--- src/aip_pkg.sv ---
`timescale 1ns / 1ps
// shared types and constants of the aitken interpolator
package aip_pkg;

  localparam int MAX_NODES = 16;
  localparam int FRAC_BITS = 16;  // q16.16 format; the update ratio has no unit

  localparam int DATA_W    = 32;
  localparam int MAG_W     = DATA_W + 1;
  localparam int HALF_W    = 17;
  localparam int PROD_W    = 2 * MAG_W;
  localparam int QUO_W     = 35;
  localparam int DIV_STEPS = QUO_W;
  localparam int DCNT_W    = $clog2(DIV_STEPS);

  localparam int IDX_W     = $clog2(MAX_NODES);
  localparam int CNT_W     = $clog2(MAX_NODES + 1);
  localparam int NC_W      = 5;
  localparam int SLOT_IN_W = 4;
  localparam int CMP_W     = (NC_W > CNT_W) ? NC_W : CNT_W;
  localparam int SLOT_W    = (SLOT_IN_W > IDX_W + 1) ? SLOT_IN_W : IDX_W + 1;

  localparam logic [1:0] ST_OK      = 2'd0;
  localparam logic [1:0] ST_DIVZERO = 2'd1;
  localparam logic [1:0] ST_SAT     = 2'd2;

  localparam logic OPC_LOAD = 1'b0;
  localparam logic OPC_EVAL = 1'b1;

  typedef enum logic [3:0] {
    OP_NONE,
    OP_LOAD,
    OP_START,
    OP_COPY,
    OP_ROW,
    OP_UPD,
    OP_MUL,
    OP_DIVI,
    OP_DIV,
    OP_WB,
    OP_OUT
  } op_t;

  typedef struct packed {
    op_t             op;
    logic [IDX_W-1:0] addr;
    logic [1:0]       step;
  } cmd_t;

  typedef struct packed {
    logic e_zero;
  } stat_t;

endpackage

--- src/aip_datapath.sv ---
`timescale 1ns / 1ps
// datapath: node tables, scratch table, serial multiply and divide
module aip_datapath
  import aip_pkg::*;
(
  input  logic                     clk,
  input  cmd_t                     cmd,
  output stat_t                    stat,
  input  logic [SLOT_IN_W-1:0]     in_node_index,
  input  logic signed [DATA_W-1:0] in_node_x,
  input  logic signed [DATA_W-1:0] in_node_y,
  input  logic signed [DATA_W-1:0] in_query_x,
  output logic signed [DATA_W-1:0] out_value,
  output logic [1:0]               out_status
);

  logic [DATA_W-1:0] x_mem [MAX_NODES];
  logic [DATA_W-1:0] y_mem [MAX_NODES];
  logic [DATA_W-1:0] s_mem [MAX_NODES];
  logic [DATA_W-1:0] x_rd_r, y_rd_r, s_rd_r;

  logic [DATA_W-1:0] qx_r, a_r, xi_r;
  logic [MAG_W-1:0]  tmag_r, dmag_r, emag_r;
  logic              tneg_r, dneg_r, eneg_r;
  logic [PROD_W-1:0] prod_r;
  logic [MAG_W-1:0]  rem_r;
  logic [QUO_W-1:0]  qsh_r;
  logic              big_r, sat_acc_r, divz_r;
  logic [DATA_W-1:0] out_value_r;
  logic [1:0]        out_status_r;

  logic [SLOT_W-1:0] slot_ext;
  logic              slot_ok;
  logic [MAG_W-1:0]  t_full, d_full, e_full;
  logic [HALF_W-1:0] mul_a, mul_b;
  logic [2*HALF_W-1:0] mul_p;
  logic [PROD_W-1:0] mul_term;
  logic [MAG_W:0]    trial;
  logic              trial_ge;
  logic              neg, over, ovf;
  logic [QUO_W:0]    sum;
  logic [DATA_W-1:0] wb_res;

  localparam logic [DATA_W-1:0] S_MAX = {1'b0, {(DATA_W-1){1'b1}}};
  localparam logic [DATA_W-1:0] S_MIN = {1'b1, {(DATA_W-1){1'b0}}};
  localparam logic [QUO_W-1:0]  Q_LIM = QUO_W'(1) << (MAG_W);

  assign slot_ext = SLOT_W'(in_node_index);
  assign slot_ok  = slot_ext < SLOT_W'(MAX_NODES);

  assign t_full = {qx_r[DATA_W-1], qx_r} - {x_rd_r[DATA_W-1], x_rd_r};
  assign d_full = {a_r[DATA_W-1], a_r} - {s_rd_r[DATA_W-1], s_rd_r};
  assign e_full = {xi_r[DATA_W-1], xi_r} - {x_rd_r[DATA_W-1], x_rd_r};
  assign stat.e_zero = (x_rd_r == xi_r);

  // 17 x 17 partial products, one per cycle
  always_comb begin
    unique case (cmd.step)
      2'd0: begin
        mul_a = dmag_r[HALF_W-1:0];
        mul_b = tmag_r[HALF_W-1:0];
      end
      2'd1: begin
        mul_a = dmag_r[HALF_W-1:0];
        mul_b = HALF_W'(tmag_r[MAG_W-1:HALF_W]);
      end
      2'd2: begin
        mul_a = HALF_W'(dmag_r[MAG_W-1:HALF_W]);
        mul_b = tmag_r[HALF_W-1:0];
      end
      default: begin
        mul_a = HALF_W'(dmag_r[MAG_W-1:HALF_W]);
        mul_b = HALF_W'(tmag_r[MAG_W-1:HALF_W]);
      end
    endcase
    mul_p = mul_a * mul_b;
    unique case (cmd.step)
      2'd0:    mul_term = PROD_W'(mul_p);
      2'd1,
      2'd2:    mul_term = PROD_W'(mul_p) << HALF_W;
      default: mul_term = PROD_W'(mul_p) << (2 * HALF_W);
    endcase
  end

  // restoring division step
  assign trial    = {rem_r, qsh_r[QUO_W-1]};
  assign trial_ge = trial >= {1'b0, emag_r};

  // write-back with saturation
  always_comb begin
    neg  = dneg_r ^ tneg_r ^ eneg_r;
    over = big_r || (qsh_r > Q_LIM);
    sum  = {{(QUO_W + 1 - DATA_W){a_r[DATA_W-1]}}, a_r}
         + (neg ? -(QUO_W + 1)'(qsh_r) : (QUO_W + 1)'(qsh_r));
    ovf  = (sum[QUO_W:DATA_W-1] != '0) && (sum[QUO_W:DATA_W-1] != '1);
    if (over) begin
      wb_res = neg ? S_MIN : S_MAX;
    end else if (ovf) begin
      wb_res = sum[QUO_W] ? S_MIN : S_MAX;
    end else begin
      wb_res = sum[DATA_W-1:0];
    end
  end

  // tables
  always_ff @(posedge clk) begin
    if (cmd.op == OP_LOAD && slot_ok) begin
      x_mem[slot_ext[IDX_W-1:0]] <= in_node_x;
      y_mem[slot_ext[IDX_W-1:0]] <= in_node_y;
    end
    if (cmd.op == OP_COPY) begin
      s_mem[cmd.addr] <= y_rd_r;
    end else if (cmd.op == OP_WB) begin
      s_mem[cmd.addr] <= wb_res;
    end
    x_rd_r <= x_mem[cmd.addr];
    y_rd_r <= y_mem[cmd.addr];
    s_rd_r <= s_mem[cmd.addr];
  end

  // working registers
  always_ff @(posedge clk) begin
    unique case (cmd.op)
      OP_START: begin
        qx_r      <= in_query_x;
        sat_acc_r <= 1'b0;
        divz_r    <= 1'b0;
      end
      OP_ROW: begin
        a_r    <= s_rd_r;
        xi_r   <= x_rd_r;
        tneg_r <= t_full[MAG_W-1];
        tmag_r <= t_full[MAG_W-1] ? -t_full : t_full;
      end
      OP_UPD: begin
        dneg_r <= d_full[MAG_W-1];
        dmag_r <= d_full[MAG_W-1] ? -d_full : d_full;
        eneg_r <= e_full[MAG_W-1];
        emag_r <= e_full[MAG_W-1] ? -e_full : e_full;
        prod_r <= '0;
        if (stat.e_zero) divz_r <= 1'b1;
      end
      OP_MUL: prod_r <= prod_r + mul_term;
      OP_DIVI: begin
        big_r <= MAG_W'(prod_r[PROD_W-1:QUO_W]) >= emag_r;
        rem_r <= MAG_W'(prod_r[PROD_W-1:QUO_W]);
        qsh_r <= prod_r[QUO_W-1:0];
      end
      OP_DIV: begin
        rem_r <= trial_ge ? MAG_W'(trial - {1'b0, emag_r}) : trial[MAG_W-1:0];
        qsh_r <= {qsh_r[QUO_W-2:0], trial_ge};
      end
      OP_WB: begin
        a_r <= wb_res;
        if (over || ovf) sat_acc_r <= 1'b1;
      end
      OP_OUT: begin
        out_value_r  <= divz_r ? '0 : s_rd_r;
        out_status_r <= divz_r ? ST_DIVZERO : (sat_acc_r ? ST_SAT : ST_OK);
      end
      default: ;
    endcase
  end

  assign out_value  = out_value_r;
  assign out_status = out_status_r;

endmodule

--- src/aip_ctrl.sv ---
`timescale 1ns / 1ps
// controller: sequencing of copy, update rows, multiply and divide
module aip_ctrl
  import aip_pkg::*;
(
  input  logic            clk,
  input  logic            rst_n,
  input  logic            cfg_wr_en,
  input  logic [NC_W-1:0] cfg_wr_data,
  input  logic            in_valid,
  output logic            in_stall,
  input  logic            in_opcode,
  output logic            out_valid,
  input  logic            out_stall,
  output cmd_t            cmd,
  input  stat_t           stat
);

  typedef enum logic [3:0] {
    S_IDLE, S_COPY_RD, S_COPY_WR, S_ROW_RD, S_ROW_LD, S_UPD_RD, S_UPD_LD,
    S_MUL, S_DIVI, S_DIV, S_WB, S_FIN_RD, S_DONE
  } state_t;

  state_t            state_r;
  logic [NC_W-1:0]   node_count_r;
  logic [CNT_W-1:0]  n_r;
  logic [IDX_W-1:0]  j_r, i_r, k_r;
  logic [1:0]        step_r;
  logic [DCNT_W-1:0] dcnt_r;
  logic              out_valid_r;

  logic              in_acc, out_free;
  logic [CMP_W-1:0]  nc_ext;
  logic [CNT_W-1:0]  n_clamp;
  logic [IDX_W-1:0]  last_idx;

  assign in_stall = (state_r != S_IDLE);
  assign in_acc   = in_valid && !in_stall;
  assign out_free = !out_valid_r || !out_stall;
  assign out_valid = out_valid_r;
  assign last_idx = IDX_W'(n_r - CNT_W'(1));

  always_comb begin
    nc_ext = CMP_W'(node_count_r);
    priority if (nc_ext == '0) begin
      n_clamp = CNT_W'(1);
    end else if (nc_ext > CMP_W'(MAX_NODES)) begin
      n_clamp = CNT_W'(MAX_NODES);
    end else begin
      n_clamp = CNT_W'(nc_ext);
    end
  end

  always_comb begin
    cmd.op   = OP_NONE;
    cmd.addr = '0;
    cmd.step = step_r;
    unique case (state_r)
      S_IDLE: begin
        if (in_acc) cmd.op = (in_opcode == OPC_EVAL) ? OP_START : OP_LOAD;
      end
      S_COPY_RD: cmd.addr = j_r;
      S_COPY_WR: begin
        cmd.addr = j_r;
        cmd.op   = OP_COPY;
      end
      S_ROW_RD:  cmd.addr = i_r;
      S_ROW_LD:  cmd.op = OP_ROW;
      S_UPD_RD:  cmd.addr = k_r;
      S_UPD_LD:  cmd.op = OP_UPD;
      S_MUL:     cmd.op = OP_MUL;
      S_DIVI:    cmd.op = OP_DIVI;
      S_DIV:     cmd.op = OP_DIV;
      S_WB: begin
        cmd.addr = k_r;
        cmd.op   = OP_WB;
      end
      S_FIN_RD:  cmd.addr = '0;
      S_DONE:    if (out_free) cmd.op = OP_OUT;
      default: ;
    endcase
  end

  always_ff @(posedge clk) begin
    if (!rst_n) begin
      state_r      <= S_IDLE;
      node_count_r <= NC_W'(1);
      out_valid_r  <= 1'b0;
      n_r          <= CNT_W'(1);
      j_r          <= '0;
      i_r          <= '0;
      k_r          <= '0;
      step_r       <= '0;
      dcnt_r       <= '0;
    end else begin
      if (cfg_wr_en) node_count_r <= cfg_wr_data;
      if (out_valid_r && !out_stall && state_r != S_DONE) out_valid_r <= 1'b0;
      unique case (state_r)
        S_IDLE: begin
          if (in_acc && in_opcode == OPC_EVAL) begin
            n_r     <= n_clamp;
            j_r     <= '0;
            state_r <= S_COPY_RD;
          end
        end
        S_COPY_RD: state_r <= S_COPY_WR;
        S_COPY_WR: begin
          if (j_r == last_idx) begin
            i_r     <= IDX_W'(1);
            state_r <= (n_r == CNT_W'(1)) ? S_FIN_RD : S_ROW_RD;
          end else begin
            j_r     <= j_r + IDX_W'(1);
            state_r <= S_COPY_RD;
          end
        end
        S_ROW_RD: state_r <= S_ROW_LD;
        S_ROW_LD: begin
          k_r     <= i_r - IDX_W'(1);
          state_r <= S_UPD_RD;
        end
        S_UPD_RD: state_r <= S_UPD_LD;
        S_UPD_LD: begin
          step_r  <= '0;
          state_r <= stat.e_zero ? S_DONE : S_MUL;
        end
        S_MUL: begin
          step_r <= step_r + 2'd1;
          if (step_r == 2'd3) state_r <= S_DIVI;
        end
        S_DIVI: begin
          dcnt_r  <= '0;
          state_r <= S_DIV;
        end
        S_DIV: begin
          dcnt_r <= dcnt_r + DCNT_W'(1);
          if (dcnt_r == DCNT_W'(DIV_STEPS - 1)) state_r <= S_WB;
        end
        S_WB: begin
          if (k_r != '0) begin
            k_r     <= k_r - IDX_W'(1);
            state_r <= S_UPD_RD;
          end else if (i_r == last_idx) begin
            state_r <= S_FIN_RD;
          end else begin
            i_r     <= i_r + IDX_W'(1);
            state_r <= S_ROW_RD;
          end
        end
        S_FIN_RD: state_r <= S_DONE;
        S_DONE: begin
          if (out_free) begin
            out_valid_r <= 1'b1;
            state_r     <= S_IDLE;
          end
        end
        default: state_r <= S_IDLE;
      endcase
    end
  end

endmodule

--- src/aitken_polynomial_interpolator.sv ---
`timescale 1ns / 1ps
// top level of the aitken-neville polynomial interpolator
// usage:
//   input channel (in_valid / in_stall) carries one transaction per operation:
//   in_opcode load writes node in_node_x / in_node_y into slot in_node_index and
//   gives no result; evaluate interpolates at in_query_x over the first
//   node_count nodes (written beforehand through cfg_wr_en / cfg_wr_data)
//   result channel (out_valid / out_stall) gives out_value in q16.16 and
//   out_status: ok, equal abscissas (value 0) or saturated
//   load does not occupy the block; in_stall stays low after it
//   evaluate with n nodes runs up to n(n-1)/2 updates after copying the n ordinates;
//   each update uses the four-step partial product multiplier and the
//   35-step restoring divider
//   one evaluation is in flight at a time; in_stall is high while it runs
//   the result waits in an output register; a stalled receiver holds the next
//   evaluation at its final step, and in_stall stays high until it moves on
//   synchronous reset clears control state and sets node_count to 1; node
//   tables are undefined until loaded
module aitken_polynomial_interpolator
  import aip_pkg::*;
(
  input  logic                     clk,
  input  logic                     rst_n,
  input  logic                     cfg_wr_en,
  input  logic [NC_W-1:0]          cfg_wr_data,
  input  logic                     in_valid,
  output logic                     in_stall,
  input  logic                     in_opcode,
  input  logic [SLOT_IN_W-1:0]     in_node_index,
  input  logic signed [DATA_W-1:0] in_node_x,
  input  logic signed [DATA_W-1:0] in_node_y,
  input  logic signed [DATA_W-1:0] in_query_x,
  output logic                     out_valid,
  input  logic                     out_stall,
  output logic signed [DATA_W-1:0] out_value,
  output logic [1:0]               out_status
);

  // command and status between sequencer and arithmetic
  cmd_t  cmd;
  stat_t stat;

  aip_ctrl u_ctrl (
    .clk         (clk),
    .rst_n       (rst_n),
    .cfg_wr_en   (cfg_wr_en),
    .cfg_wr_data (cfg_wr_data),
    .in_valid    (in_valid),
    .in_stall    (in_stall),
    .in_opcode   (in_opcode),
    .out_valid   (out_valid),
    .out_stall   (out_stall),
    .cmd         (cmd),
    .stat        (stat)
  );

  aip_datapath u_dp (
    .clk           (clk),
    .cmd           (cmd),
    .stat          (stat),
    .in_node_index (in_node_index),
    .in_node_x     (in_node_x),
    .in_node_y     (in_node_y),
    .in_query_x    (in_query_x),
    .out_value     (out_value),
    .out_status    (out_status)
  );

endmodule

--- config.mk ---
export PLATFORM = sky130hd
export DESIGN_NAME = aitken_polynomial_interpolator
export DESIGN_NICKNAME = d
export VERILOG_FILES = /design/src/aip_pkg.sv /design/src/aip_datapath.sv /design/src/aip_ctrl.sv /design/src/aitken_polynomial_interpolator.sv
export SDC_FILE = /design/constraint.sdc
export NUM_CORES = 2
export LEC_CHECK = 0
export BUFFER_PORTS_ARGS = -buffer_cell sky130_fd_sc_hd__clkbuf_2
export CORE_ASPECT_RATIO = 0.6
export CORE_MARGIN = 2
export CORE_UTILIZATION = 40
export CTS_CLUSTER_SIZE = 25
export DETAILED_ROUTE_END_ITERATION = 8
export SYNTH_ARGS = -nofsm -noshare
export SYNTH_HDL_FRONTEND = slang
export SYNTH_HIERARCHICAL = 1
export SYNTH_SLANG_ARGS = --single-unit
--- constraint.sdc ---
create_clock -name clk -period 14.8 [get_ports clk]
set_input_delay 0 -clock clk [delete_from_list [all_inputs] [get_ports clk]]
set_output_delay 0 -clock clk [all_outputs]
set_load 0.005 [all_outputs]
==> reports/qor.json <==
{
  "gr-total-overflow": {"value": 0},
  "yosys.cell_count.top_type": {"value": "edfxtp_1"},
  "skew": {"value": 0.1005, "unit": "ns"},
  "totalNegativeSetupSlack": {"value": 0, "unit": "ns"},
  "drt_first_iter_violations": {"value": 7409},
  "critical_path.endpoint_type": {"value": "flop"},
  "remaining_drc_errors": {"value": 0},
  "clk_latency": {"value": 0.90, "unit": "ns"},
  "yosys-mux-area-fraction": {"value": 11.59, "unit": "%"},
  "ys_top_cells_by_count": {"value": "edfxtp_1, nand2_1, inv_1, nor2_1, mux4_2"},
  "cts_hold_repair.buffers": {"value": 155},
  "antenna_found_initial": {"value": 18},
  "holdCritPathClass": {"value": "input pin to flop"},
  "timing.fmax": {"value": 81.30, "unit": "MHz"},
  "timing.critical_path.arrival": {"value": 12.81, "unit": "ns"},
  "clk_transition_reported_paths": {"value": 0.07, "unit": "ns"},
  "post-cts-setup-buffers": {"value": 0},
  "synth_top_area_share": {"value": 55.87, "unit": "%"},
  "grt_pass1_wl": {"value": 424000, "unit": "µm"},
  "global_route_total_usage_across_every_layer": {"value": 22.07, "unit": "%"},
  "yosysSeqAreaShare": {"value": 58.43, "unit": "%"},
  "mappedNetlistNets": {"value": 7916},
  "drt.antenna.violating_nets": {"value": 0},
  "grt_max_degree": {"value": 149},
  "die_w": {"value": 657.2, "unit": "µm"},
  "ys.warnings.count": {"value": 6},
  "netlist.top_cell.by_area": {"value": "edfxtp_1"},
  "final_min_period_over_clock_period": {"value": 83.11, "unit": "%"},
  "die_area": {"value": 0.2602, "unit": "mm²"},
  "synth_compound_area_share": {"value": 7.625, "unit": "%"},
  "dpl.hpwl": {"value": 194400, "unit": "µm"},
  "whs": {"value": 0.04366, "unit": "ns"},
  "chipHeight": {"value": 395.9, "unit": "µm"},
  "cts.path.max_buffers": {"value": 4},
  "number_of_storage_elements_in_the_synthesis_netlist": {"value": 2036},
  "viasPerCell": {"value": 5.722},
  "first_global_vias": {"value": 61280},
  "run_status": {"value": "finished clean"},
  "combinational_family_with_the_most_area_after_synthesis": {"value": "multiplexers"},
  "yosys.area_share.xor_xnor": {"value": 3.111, "unit": "%"},
  "initial_core_util": {"value": 40.33, "unit": "%"},
  "cts-resized-gates": {"value": 0},
  "ys_async_sr_fraction": {"value": 0, "unit": "%"},
  "adder_cell_share_of_the_synthesized_area": {"value": 9.189, "unit": "%"},
  "rsz0062_at_grt": {"value": "false"},
  "syn-mean-instance-area": {"value": 14.24, "unit": "µm²"},
  "placementRows": {"value": 143},
  "num-nets-final": {"value": 8263},
  "netlist-cell-type-count": {"value": 103},
  "finalSetupViolations": {"value": 0},
  "layout_setup_ws": {"value": 2.499, "unit": "ns"},
  "worst_slew_pin_tran": {"value": 1.302, "unit": "ns"},
  "max_slew_margin": {"value": 10.71, "unit": "%"},
  "synth_enable_flop_cells": {"value": 1905},
  "final.fill_count": {"value": 22220},
  "floorplan.io_pins": {"value": 147},
  "area_growth": {"value": 13.03, "unit": "%"},
  "core_area": {"value": 0.2539, "unit": "mm²"},
  "cts_num_sinks": {"value": 2036},
  "mappedNetlistArea": {"value": 0.1024, "unit": "mm²"},
  "max-cap-violations": {"value": 0},
  "worst-setup-path-type": {"value": "flop to flop"},
  "crit_slowest_cell": {"value": "mux2i_1"},
  "period_needed": {"value": 12.30, "unit": "ns"},
  "worst_path_largest_cell_delay": {"value": 1.01, "unit": "ns"},
  "tritoncts": {"value": "built"},
  "layout-drive-gt1-share": {"value": 15.82, "unit": "%"},
  "syn_inst": {"value": 7191},
  "cts_made_buffers": {"value": 193},
  "worst_path_most_repeated_cell": {"value": "fa_1"},
  "synthTopCellsByArea": {"value": "edfxtp_1, mux4_2, ha_1"},
  "dr.pass1.iters": {"value": 6},
  "total_wirelength_of_the_detailed_routed_design": {"value": 291800, "unit": "µm"},
  "crit_path_start_kind": {"value": "flop"},
  "ys_dominant_reg_cell": {"value": "edfxtp_1"},
  "routabilityCongestion": {"value": 0.9261},
  "root_buffer": {"value": "clkbuf_16"},
  "dpl_worst_slack": {"value": 2.668, "unit": "ns"},
  "timing_max_transition_violations_final": {"value": 0},
  "wire_per_inst": {"value": 26.29, "unit": "µm"},
  "timing.critical_path.required": {"value": 15.31, "unit": "ns"},
  "timing_hold_violations_final": {"value": 0},
  "postLayoutCoreUtil": {"value": 45.58, "unit": "%"},
  "worst-path-max-fanout": {"value": 17},
  "port_buffers": {"value": 146},
  "routed-via-count": {"value": 63520},
  "h-tree-depth": {"value": 4},
  "post_synth_simple_gate_area": {"value": 7.156, "unit": "%"}
}
[kinds of logic after synthesis]
family | Yosys count
buffers and inverters | 776
AO/OA/AOI/OAI | 1252
flip-flops | 2036
AND/OR/NAND/NOR | 1570
XOR/XNOR | 362
adder cells (fa/ha/maj) | 614
multiplexers | 581
[final cells by class]
cell class                      instances  area, µm²  share of cell area, %
Antenna cell                            6      15.01                0.01297
Clock buffer                          253       5329                  4.604
Clock inverter                         92       1159                  1.001
Inverter                              485       1823                  1.575
Multi-Input combinational cell       4379      39920                  34.49
Sequential cell                      2036      59830                  51.69
Tap cell                             3407       4263                  3.683
Timing Repair Buffer                  443       3398                  2.936
[placed cells by master, fill, tap and decap left out, types with 69 or more instances in the layout]
cell           netlist  final
clkbuf_16            0    196
inv_1              485    483
dfxtp_1            131    131
nor3_1              81     71
buf_4                0    138
mux4_2             480    480
a21o_1             142    142
ha_1               384    384
a21oi_1            300    299
nand2_1            542    537
xnor2_1            222    221
nand3_1             69     69
o21ai_0            407    406
clkbuf_2             1    146
fa_1               230    230
xor2_1             139    139
nor2_1             483    456
dlygate4sd3_1        0    155
edfxtp_1          1905   1905
[worst paths after layout]
path	start	to	slack, ns	cells after the start
max	u_ctrl/step_r[0]$_SDFFE_PN0P_	u_dp/prod_r[65]$_SDFFCE_PN0P_	2.50	40
min	in_node_y[7]	u_dp/y_mem[7][7]$_DFFE_PP_	0.04	2
max reg2reg	u_ctrl/step_r[0]$_SDFFE_PN0P_	u_dp/prod_r[65]$_SDFFCE_PN0P_	2.50	40
min reg2reg	u_dp/x_rd_r[11]$_DFF_P_	u_dp/xi_r[11]$_DFFE_PN_	0.43	0
[critical path, delay by kind of cell (launching register included)]
family | cells | cell delay (ns)
AOI/OAI and AO/OA | 11 | 2.96
adders and majority gates | 9 | 4.11
and+or+nand+nor | 11 | 2.50
buffers and inverters | 6 | 0.66
muxes | 1 | 1.01
xor gates and xnor gates | 2 | 0.31
DFF | 1 | 0.42
[routing by layer]
metal  vias to the layer above  GRT usage [%]  share of wire, %
met1                     32740          34.55                47
met4                         4          4.708               2.2
met2                      2564          30.70                41
met5                         -              0            0.0093
met3                       347          5.514               9.3
li1                      27860              -                 -
[stage by stage]
step / instances / area, µm²
3_5_place_dp: 10600 / 107700
5_1_grt: 11100 / 115700
4_1_cts: 11100 / 115700
2_1_floorplan: 7191 / 102400
3_3_place_gp: 10600 / 107700
6_report: 11100 / 115700
[sequential cells by signal, indices dropped and copies added (netlist names), 4 cells and up]
name            count
u_dp/s_mem        512
u_dp/x_mem        512
u_dp/y_mem        512
u_dp/prod_r        66
u_dp/qsh_r         35
u_dp/dmag_r        33
u_dp/emag_r        33
u_dp/rem_r         33
u_dp/tmag_r        33
u_dp/a_r           32
u_dp/out_value     32
u_dp/qx_r          32
u_dp/s_rd_r        32
u_dp/x_rd_r        32
u_dp/xi_r          32
u_dp/y_rd_r        32
u_ctrl/dcnt_r       6
u_ctrl/n_r          5
u_ctrl/nc_ext       5
u_ctrl/i_r          4
u_ctrl/j_r          4
u_ctrl/k_r          4
u_ctrl/state_r      4
Power is not shown: default switching activity piles up to over one toggle a cycle in this logic, so the estimate is an artifact.
